[src/hdl/mie_pkg.sv]
// shared types and constants for the modular inverse unit
package mie_pkg;

  localparam int WIDTH  = 32;
  localparam int COEF_W = WIDTH + 2;
  localparam int CNT_W  = $clog2(WIDTH);

  typedef struct packed {
    logic [WIDTH-1:0] value;
    logic [WIDTH-1:0] modulus;
  } mie_item_t;

  typedef struct packed {
    logic [WIDTH-1:0] inverse;
    logic             no_inverse;
  } mie_result_t;

  typedef enum logic [1:0] {
    ST_IDLE,
    ST_ALIGN,
    ST_SUB,
    ST_FINISH
  } mie_state_t;

  typedef enum logic [1:0] {
    CMD_HOLD,
    CMD_LOAD,
    CMD_SHIFT,
    CMD_SUB
  } mie_cmd_t;

  typedef struct packed {
    mie_cmd_t cmd;
    logic     align;
  } mie_ctrl_t;

  typedef struct packed {
    logic b_zero;
    logic can_shift;
    logic cnt_zero;
  } mie_status_t;

endpackage

[src/hdl/mie_ctrl.sv]
// sequencer for the euclid steps: align, shift-subtract, finish
module mie_ctrl (
  input  logic                clk,
  input  logic                rst,
  input  logic                item_valid,
  output logic                item_ready,
  input  logic                out_free,
  output logic                out_load,
  input  mie_pkg::mie_status_t status,
  output mie_pkg::mie_ctrl_t   ctrl
);
  import mie_pkg::*;

  mie_state_t state, state_next;

  always_ff @(posedge clk) begin
    if (rst) begin
      state <= ST_IDLE;
    end else begin
      state <= state_next;
    end
  end

  always_comb begin
    state_next = state;
    item_ready = 1'b0;
    out_load   = 1'b0;
    ctrl.cmd   = CMD_HOLD;
    // operand select depends on state only, so status never loops back
    ctrl.align = (state == ST_ALIGN);
    case (state)
      ST_IDLE: begin
        item_ready = 1'b1;
        if (item_valid) begin
          ctrl.cmd   = CMD_LOAD;
          state_next = ST_ALIGN;
        end
      end
      ST_ALIGN: begin
        if (status.b_zero) begin
          state_next = ST_FINISH;
        end else if (status.can_shift) begin
          ctrl.cmd = CMD_SHIFT;
        end else begin
          state_next = ST_SUB;
        end
      end
      ST_SUB: begin
        ctrl.cmd = CMD_SUB;
        if (status.cnt_zero) begin
          state_next = ST_ALIGN;
        end
      end
      ST_FINISH: begin
        if (out_free) begin
          out_load   = 1'b1;
          state_next = ST_IDLE;
        end
      end
      default: begin
        state_next = ST_IDLE;
      end
    endcase
  end

  a_load_only_when_free: assert property (@(posedge clk) disable iff (rst)
    out_load |-> out_free)
    else $error("result loaded while output slot busy");

  a_sub_leaves_to_align: assert property (@(posedge clk) disable iff (rst)
    (state == ST_SUB && status.cnt_zero) |=> (state == ST_ALIGN))
    else $error("step end did not return to align");

endmodule

[src/hdl/mie_dp.sv]
// remainder and coefficient registers around one shared compare-subtract unit
module mie_dp (
  input  logic                 clk,
  input  mie_pkg::mie_ctrl_t   ctrl,
  input  mie_pkg::mie_item_t   item,
  output mie_pkg::mie_status_t status,
  output mie_pkg::mie_result_t result
);
  import mie_pkg::*;

  // a/ta: running remainder and its coefficient, b/tb: divisor and its coefficient
  // d/td: divisor and coefficient scaled by 2^cnt
  logic [WIDTH-1:0]        a, b, d, m;
  logic signed [COEF_W-1:0] ta, tb, td;
  logic [CNT_W-1:0]        cnt;

  logic [WIDTH-1:0]         opnd;
  logic [WIDTH:0]           diff;
  logic                     ge;
  logic [WIDTH-1:0]         a_new;
  logic signed [COEF_W-1:0] ta_sub, ta_new, ta_plus_m;

  // shared compare-subtract: against 2*d while aligning, d while dividing
  always_comb begin
    opnd      = ctrl.align ? {d[WIDTH-2:0], 1'b0} : d;
    diff      = {1'b0, a} - {1'b0, opnd};
    ge        = ~diff[WIDTH];
    ta_sub    = ta - td;
    a_new     = ge ? diff[WIDTH-1:0] : a;
    ta_new    = ge ? ta_sub : ta;
    ta_plus_m = ta + $signed({2'b00, m});
  end

  assign status.b_zero    = (b == '0);
  assign status.can_shift = ~d[WIDTH-1] & ge;
  assign status.cnt_zero  = (cnt == '0);

  always_ff @(posedge clk) begin
    case (ctrl.cmd)
      CMD_LOAD: begin
        a   <= item.modulus;
        m   <= item.modulus;
        ta  <= '0;
        b   <= item.value;
        d   <= item.value;
        tb  <= COEF_W'(1);
        td  <= COEF_W'(1);
        cnt <= '0;
      end
      CMD_SHIFT: begin
        d   <= {d[WIDTH-2:0], 1'b0};
        td  <= td <<< 1;
        cnt <= cnt + CNT_W'(1);
      end
      CMD_SUB: begin
        if (cnt != '0) begin
          a   <= a_new;
          ta  <= ta_new;
          d   <= d >> 1;
          td  <= td >>> 1;
          cnt <= cnt - CNT_W'(1);
        end else begin
          // last quotient bit: rotate to the next remainder pair
          a  <= b;
          ta <= tb;
          b  <= a_new;
          tb <= ta_new;
          d  <= a_new;
          td <= ta_new;
        end
      end
      default: begin
      end
    endcase
  end

  always_comb begin
    if (a != WIDTH'(1)) begin
      result.inverse    = WIDTH'(1);
      result.no_inverse = 1'b1;
    end else if (m == WIDTH'(1)) begin
      result.inverse    = '0;
      result.no_inverse = 1'b0;
    end else begin
      result.inverse    = ta[COEF_W-1] ? ta_plus_m[WIDTH-1:0] : ta[WIDTH-1:0];
      result.no_inverse = 1'b0;
    end
  end

  a_scaled_back: assert property (@(posedge clk)
    (ctrl.cmd == CMD_SUB && cnt == '0) |-> (d == b && td == tb))
    else $error("scaled divisor not restored at step end");

  a_remainder_drops: assert property (@(posedge clk)
    (ctrl.cmd == CMD_SUB && cnt == '0) |=> (b < $past(b)))
    else $error("remainder did not decrease");

  a_shift_no_overflow: assert property (@(posedge clk)
    (ctrl.cmd == CMD_SHIFT) |-> !d[WIDTH-1])
    else $error("divisor shifted past top bit");

endmodule

[src/hdl/modular_inverse_ext_euclid_unit.sv]
// modular inverse by extended euclid: one item in, one result beat out
// the compare-subtract unit aligns and divides one bit a cycle
// one item in flight: a new beat is taken once the unit is back in idle, even while the
// previous result still waits at the output
// rst is synchronous, active high, and clears the sequencer and output valid
module modular_inverse_ext_euclid_unit (
  input  logic                 clk,
  input  logic                 rst,
  input  logic                 item_valid,
  output logic                 item_ready,
  input  mie_pkg::mie_item_t   item,
  output logic                 result_valid,
  input  logic                 result_ready,
  output mie_pkg::mie_result_t result
);
  import mie_pkg::*;

  mie_ctrl_t   ctrl;
  mie_status_t status;
  mie_result_t dp_result;
  logic        out_free;
  logic        out_load;

  assign out_free = ~result_valid | result_ready;

  mie_ctrl u_ctrl (
    .clk        (clk),
    .rst        (rst),
    .item_valid (item_valid),
    .item_ready (item_ready),
    .out_free   (out_free),
    .out_load   (out_load),
    .status     (status),
    .ctrl       (ctrl)
  );

  mie_dp u_dp (
    .clk    (clk),
    .ctrl   (ctrl),
    .item   (item),
    .status (status),
    .result (dp_result)
  );

  always_ff @(posedge clk) begin
    if (rst) begin
      result_valid <= 1'b0;
    end else if (out_load) begin
      result_valid <= 1'b1;
    end else if (result_ready) begin
      result_valid <= 1'b0;
    end
  end

  always_ff @(posedge clk) begin
    if (out_load) begin
      result <= dp_result;
    end
  end

  a_no_overwrite: assert property (@(posedge clk) disable iff (rst)
    (result_valid && !result_ready) |=> (result_valid && $stable(result)))
    else $error("pending result beat overwritten");

endmodule

[config.mk]
export PLATFORM = sky130hd
export DESIGN_NAME = modular_inverse_ext_euclid_unit
export DESIGN_NICKNAME = d
export VERILOG_FILES = /design/src/hdl/mie_pkg.sv /design/src/hdl/mie_ctrl.sv /design/src/hdl/mie_dp.sv /design/src/hdl/modular_inverse_ext_euclid_unit.sv
export SDC_FILE = /design/constraint.sdc
export NUM_CORES = 1
export LEC_CHECK = 0
export ABC_AREA = 1
export BUFFER_PORTS_ARGS = -buffer_cell sky130_fd_sc_hd__buf_2
export CAP_MARGIN = 40
export CORE_AREA = 4 4 175 346
export CTS_BUF_LIST = sky130_fd_sc_hd__clkbuf_4 sky130_fd_sc_hd__clkbuf_8
export DETAILED_ROUTE_END_ITERATION = 8
export DIE_AREA = 0 0 179 350
export SLEW_MARGIN = 20
export SYNTH_ARGS = -nofsm -noshare
export SYNTH_HDL_FRONTEND = slang
export SYNTH_SLANG_ARGS = --single-unit
[constraint.sdc]
create_clock -name clk -period 5.1 [get_ports clk]
set_clock_uncertainty 0.05 [all_clocks]
set_input_delay 0.765 -clock clk [delete_from_list [all_inputs] [get_ports clk]]
set_output_delay 0.765 -clock clk [all_outputs]
set_load 0.05 [all_outputs]
==> qor.yml <==
logic_synthesis:
  synth.distinct_cells: 43
  ys_seq_area_share_pct: 40.5
  synthesis.nets: 2926
  post_synth.cell_area_avg_um2: 7.26
  ys_ff_latch: 271
  synth_area_um2: 20000
  synth_enable_flop_cells: 268
  syn_inst: 2755
  synth_ff_type: "edfxtp_1"
  yosysMostFrequentCell: "nand2_1"
  async_flop_share_pct: 0
  synth_top_area_share_pct: 40.2
  synth_top_area_cell: "edfxtp_1"
  ys_top_cells_by_count: "870 x nand2_1, 347 x inv_1, 278 x nor2_1"
  synthTopCellsByArea: "edfxtp_1 40%, nand2_1 16%, inv_1 6.5%"
  yosysWarnings: 0
routing:
  first_iter_violations: 1161
  firstDrtPassIters: 7
  vias: 19000
  drcViolationCount: 0
  routed_wl_um: 75700
  routedWlPerCell_um: 20.8
  antenna_left: 0
  drt-vias-per-instance: 5.21
sta:
  setup_violations: 0
  hold_violations: 0
  tightest_slew_ns: 0.910
  min_period_over_period_pct: 80.1
  fmaxAchievable_mhz: 245
  min_period_ns: 4.09
  fin_tns_setup_ns: 0
  slew_viol_final: 0
  maxSlewHeadroom_pct: 38.7
  rsz0062_at_grt: "false"
setup_path:
  crit_path_end_kind: "flip-flop"
  crit_required_ns: 5.41
  startpoint_type: "flip-flop"
  rrSetupSlack_ns: 1.01
  cp_data_arrival_time_ns: 4.40
  path_max_fanout: 81
  reg2regPathDepth: 20
  setup.worst_path.class: "reg2reg"
layout:
  multi_input_area_um2: 10200
  fin_util_pct: 38.4
  nNetsFinal: 3015
  fin_cells: 3639
  ff_latch_area_um2: 8110
  fillCellCount: 6209
  final_area_um2: 22300
  drive_gt1_share_pct: 8.73
  syn_to_final_growth_pct: 11.4
die:
  die_w_um: 179
  rows: 125
  die_h_um: 350
  ios: 103
  start_util_pct: 34.5
  core_um2: 58000
  die_area_um2: 62700
clock_network:
  root_buffer: "clkbuf_8"
  cts_sinks: 271
  post_cts_buffers: 0
  htreeDepth: 2
  clock_latency_ns: 0.64
  hold_buffers: 0
  cts_inserted_buffers: 41
  path_clk_slew_ns: 0.07
  cts-resized-gates: 0
  clockBufferDepth: 3
  cts_tree: "built"
global_routing:
  antenna_found_initial: 1
  grt_pass1_vias: 19700
  track_usage_pct: 24.0
  grt_max_degree: 82
  grt_pass1_wl_um: 113000
  grt-ovfl-total: 0
worst_hold_path:
  hold_path.class: "in2reg"
  whs_path_depth: 1
placed_design:
  dp_cells: 3562
  placed_cell_area_um2: 21400
  place.gp.congestion: 0.983
  dp_hpwl_um: 58600
  io_buffers: 102
run_status:
  status: "completed"
pwr:
  power.leakage_uw: 0.0102
  peakVddDrop_mv: 0.367
  p_per_area_nw_per_um2: 627
  power_uw: 14000
flow_run:
  maxCapViolations: 0
-- per-layer routing --
metal	part of all wire [%]	up-vias	track usage, %
li1	-	9269	-
met2	54	615	46.3
met1	33	8777	22.5
met4	9.3	0	18.3
met5	0	-	0
met3	3.6	291	2.11
-- per-stage QoR --
step           hold WS (ns)  worst slack (ns)
3_3_place_gp          0.453              1.12
5_1_grt               0.273             0.710
4_1_cts               0.241              1.04
2_1_floorplan         0.444             0.473
6_report              0.276              1.01
3_5_place_dp          0.460              1.04
-- power breakdown --
part / leakage, uW / switching, uW / internal [uW]
logic: 0.00708 / 5770 / 2480
registers: 0.00265 / 474 / 3240
clock network: 0.000444 / 972 / 1030
total: 0.0102 / 7210 / 6750
-- cells by family after synthesis --
| logic type | after synthesis | synth area share, % |
|---|---|---|
| AND/OR/NAND/NOR | 1458 | 29.9 |
| buffers and inverters | 446 | 8.89 |
| AO/OA/AOI/OAI | 427 | 11.9 |
| flip-flops | 271 | 40.5 |
| adder cells (fa/ha/maj) | 103 | 6.59 |
| XOR/XNOR | 49 | 2.15 |
| multiplexers | 1 | 0.0501 |
-- registers in the layout, summed over array words and instances (netlist names), 32 cells and up --
name / count
u_dp.tb: 34
u_dp.m: 32
result: 33
u_dp.td: 34
u_dp.b: 32
u_dp.a: 32
u_dp.d: 32
u_dp.ta: 34
-- area by class of cell --
class | count | share of cell area, %
Multi-Input combinational cell | 2038 | 45.6
Sequential cell | 271 | 36.4
Antenna cell | 1 | 0.0112
Inverter | 358 | 6.04
Clock inverter | 19 | 0.803
Clock buffer | 56 | 3.07
Timing Repair Buffer | 134 | 3.82
Tap cell | 762 | 4.28
-- worst paths after layout --
path | from | endpoint
hold / removal | item[3] | u_dp.m[3]$_DFFE_PP_
hold reg to reg | u_dp.tb[22]$_SDFFCE_PP0P_ | u_dp.ta[22]$_SDFFCE_PP0P_
setup reg to reg | u_ctrl.state[0]$_SDFFE_PP0P_ | u_dp.td[24]$_DFFE_PP_
setup / recovery | u_ctrl.state[0]$_SDFFE_PP0P_ | u_dp.td[24]$_DFFE_PP_
-- critical path: stages (launching register included) --
cell      delay [ns]
dfxtp_1         0.49
inv_2           0.08
nor2_4          0.26
buf_12          0.25
nor2_1          0.07
ha_1            0.21
fa_1            0.40
inv_1           0.09
nand3_1         0.08
nand2_2         0.11
nand2_1         0.07
nand2_2         0.09
nand2_1         0.07
nand2_1         0.14
nand2_2         0.09
nand2_4         0.10
buf_12          0.35
buf_4           0.40
nand3_1         0.11
o21ai_1         0.17
o21bai_1        0.09
-- cell usage in the layout, fill, tap and decap left out, types with 17 or more instances in the layout --
master and n:
nor3_1 22, nand4_1 20, ha_1 99, nand3_1 207, a21oi_1 143, nor2_1 276, xnor2_1 29, o21a_1 31
nor4_1 17, o21ai_1 32, nand2_1 867, xor2_1 20, buf_2 102, inv_1 345, o22ai_1 17, clkbuf_8 42
buf_4 23, o211ai_1 28, o21ai_0 146, edfxtp_1 268
Note: power is estimated with default switching activity, not from simulation.
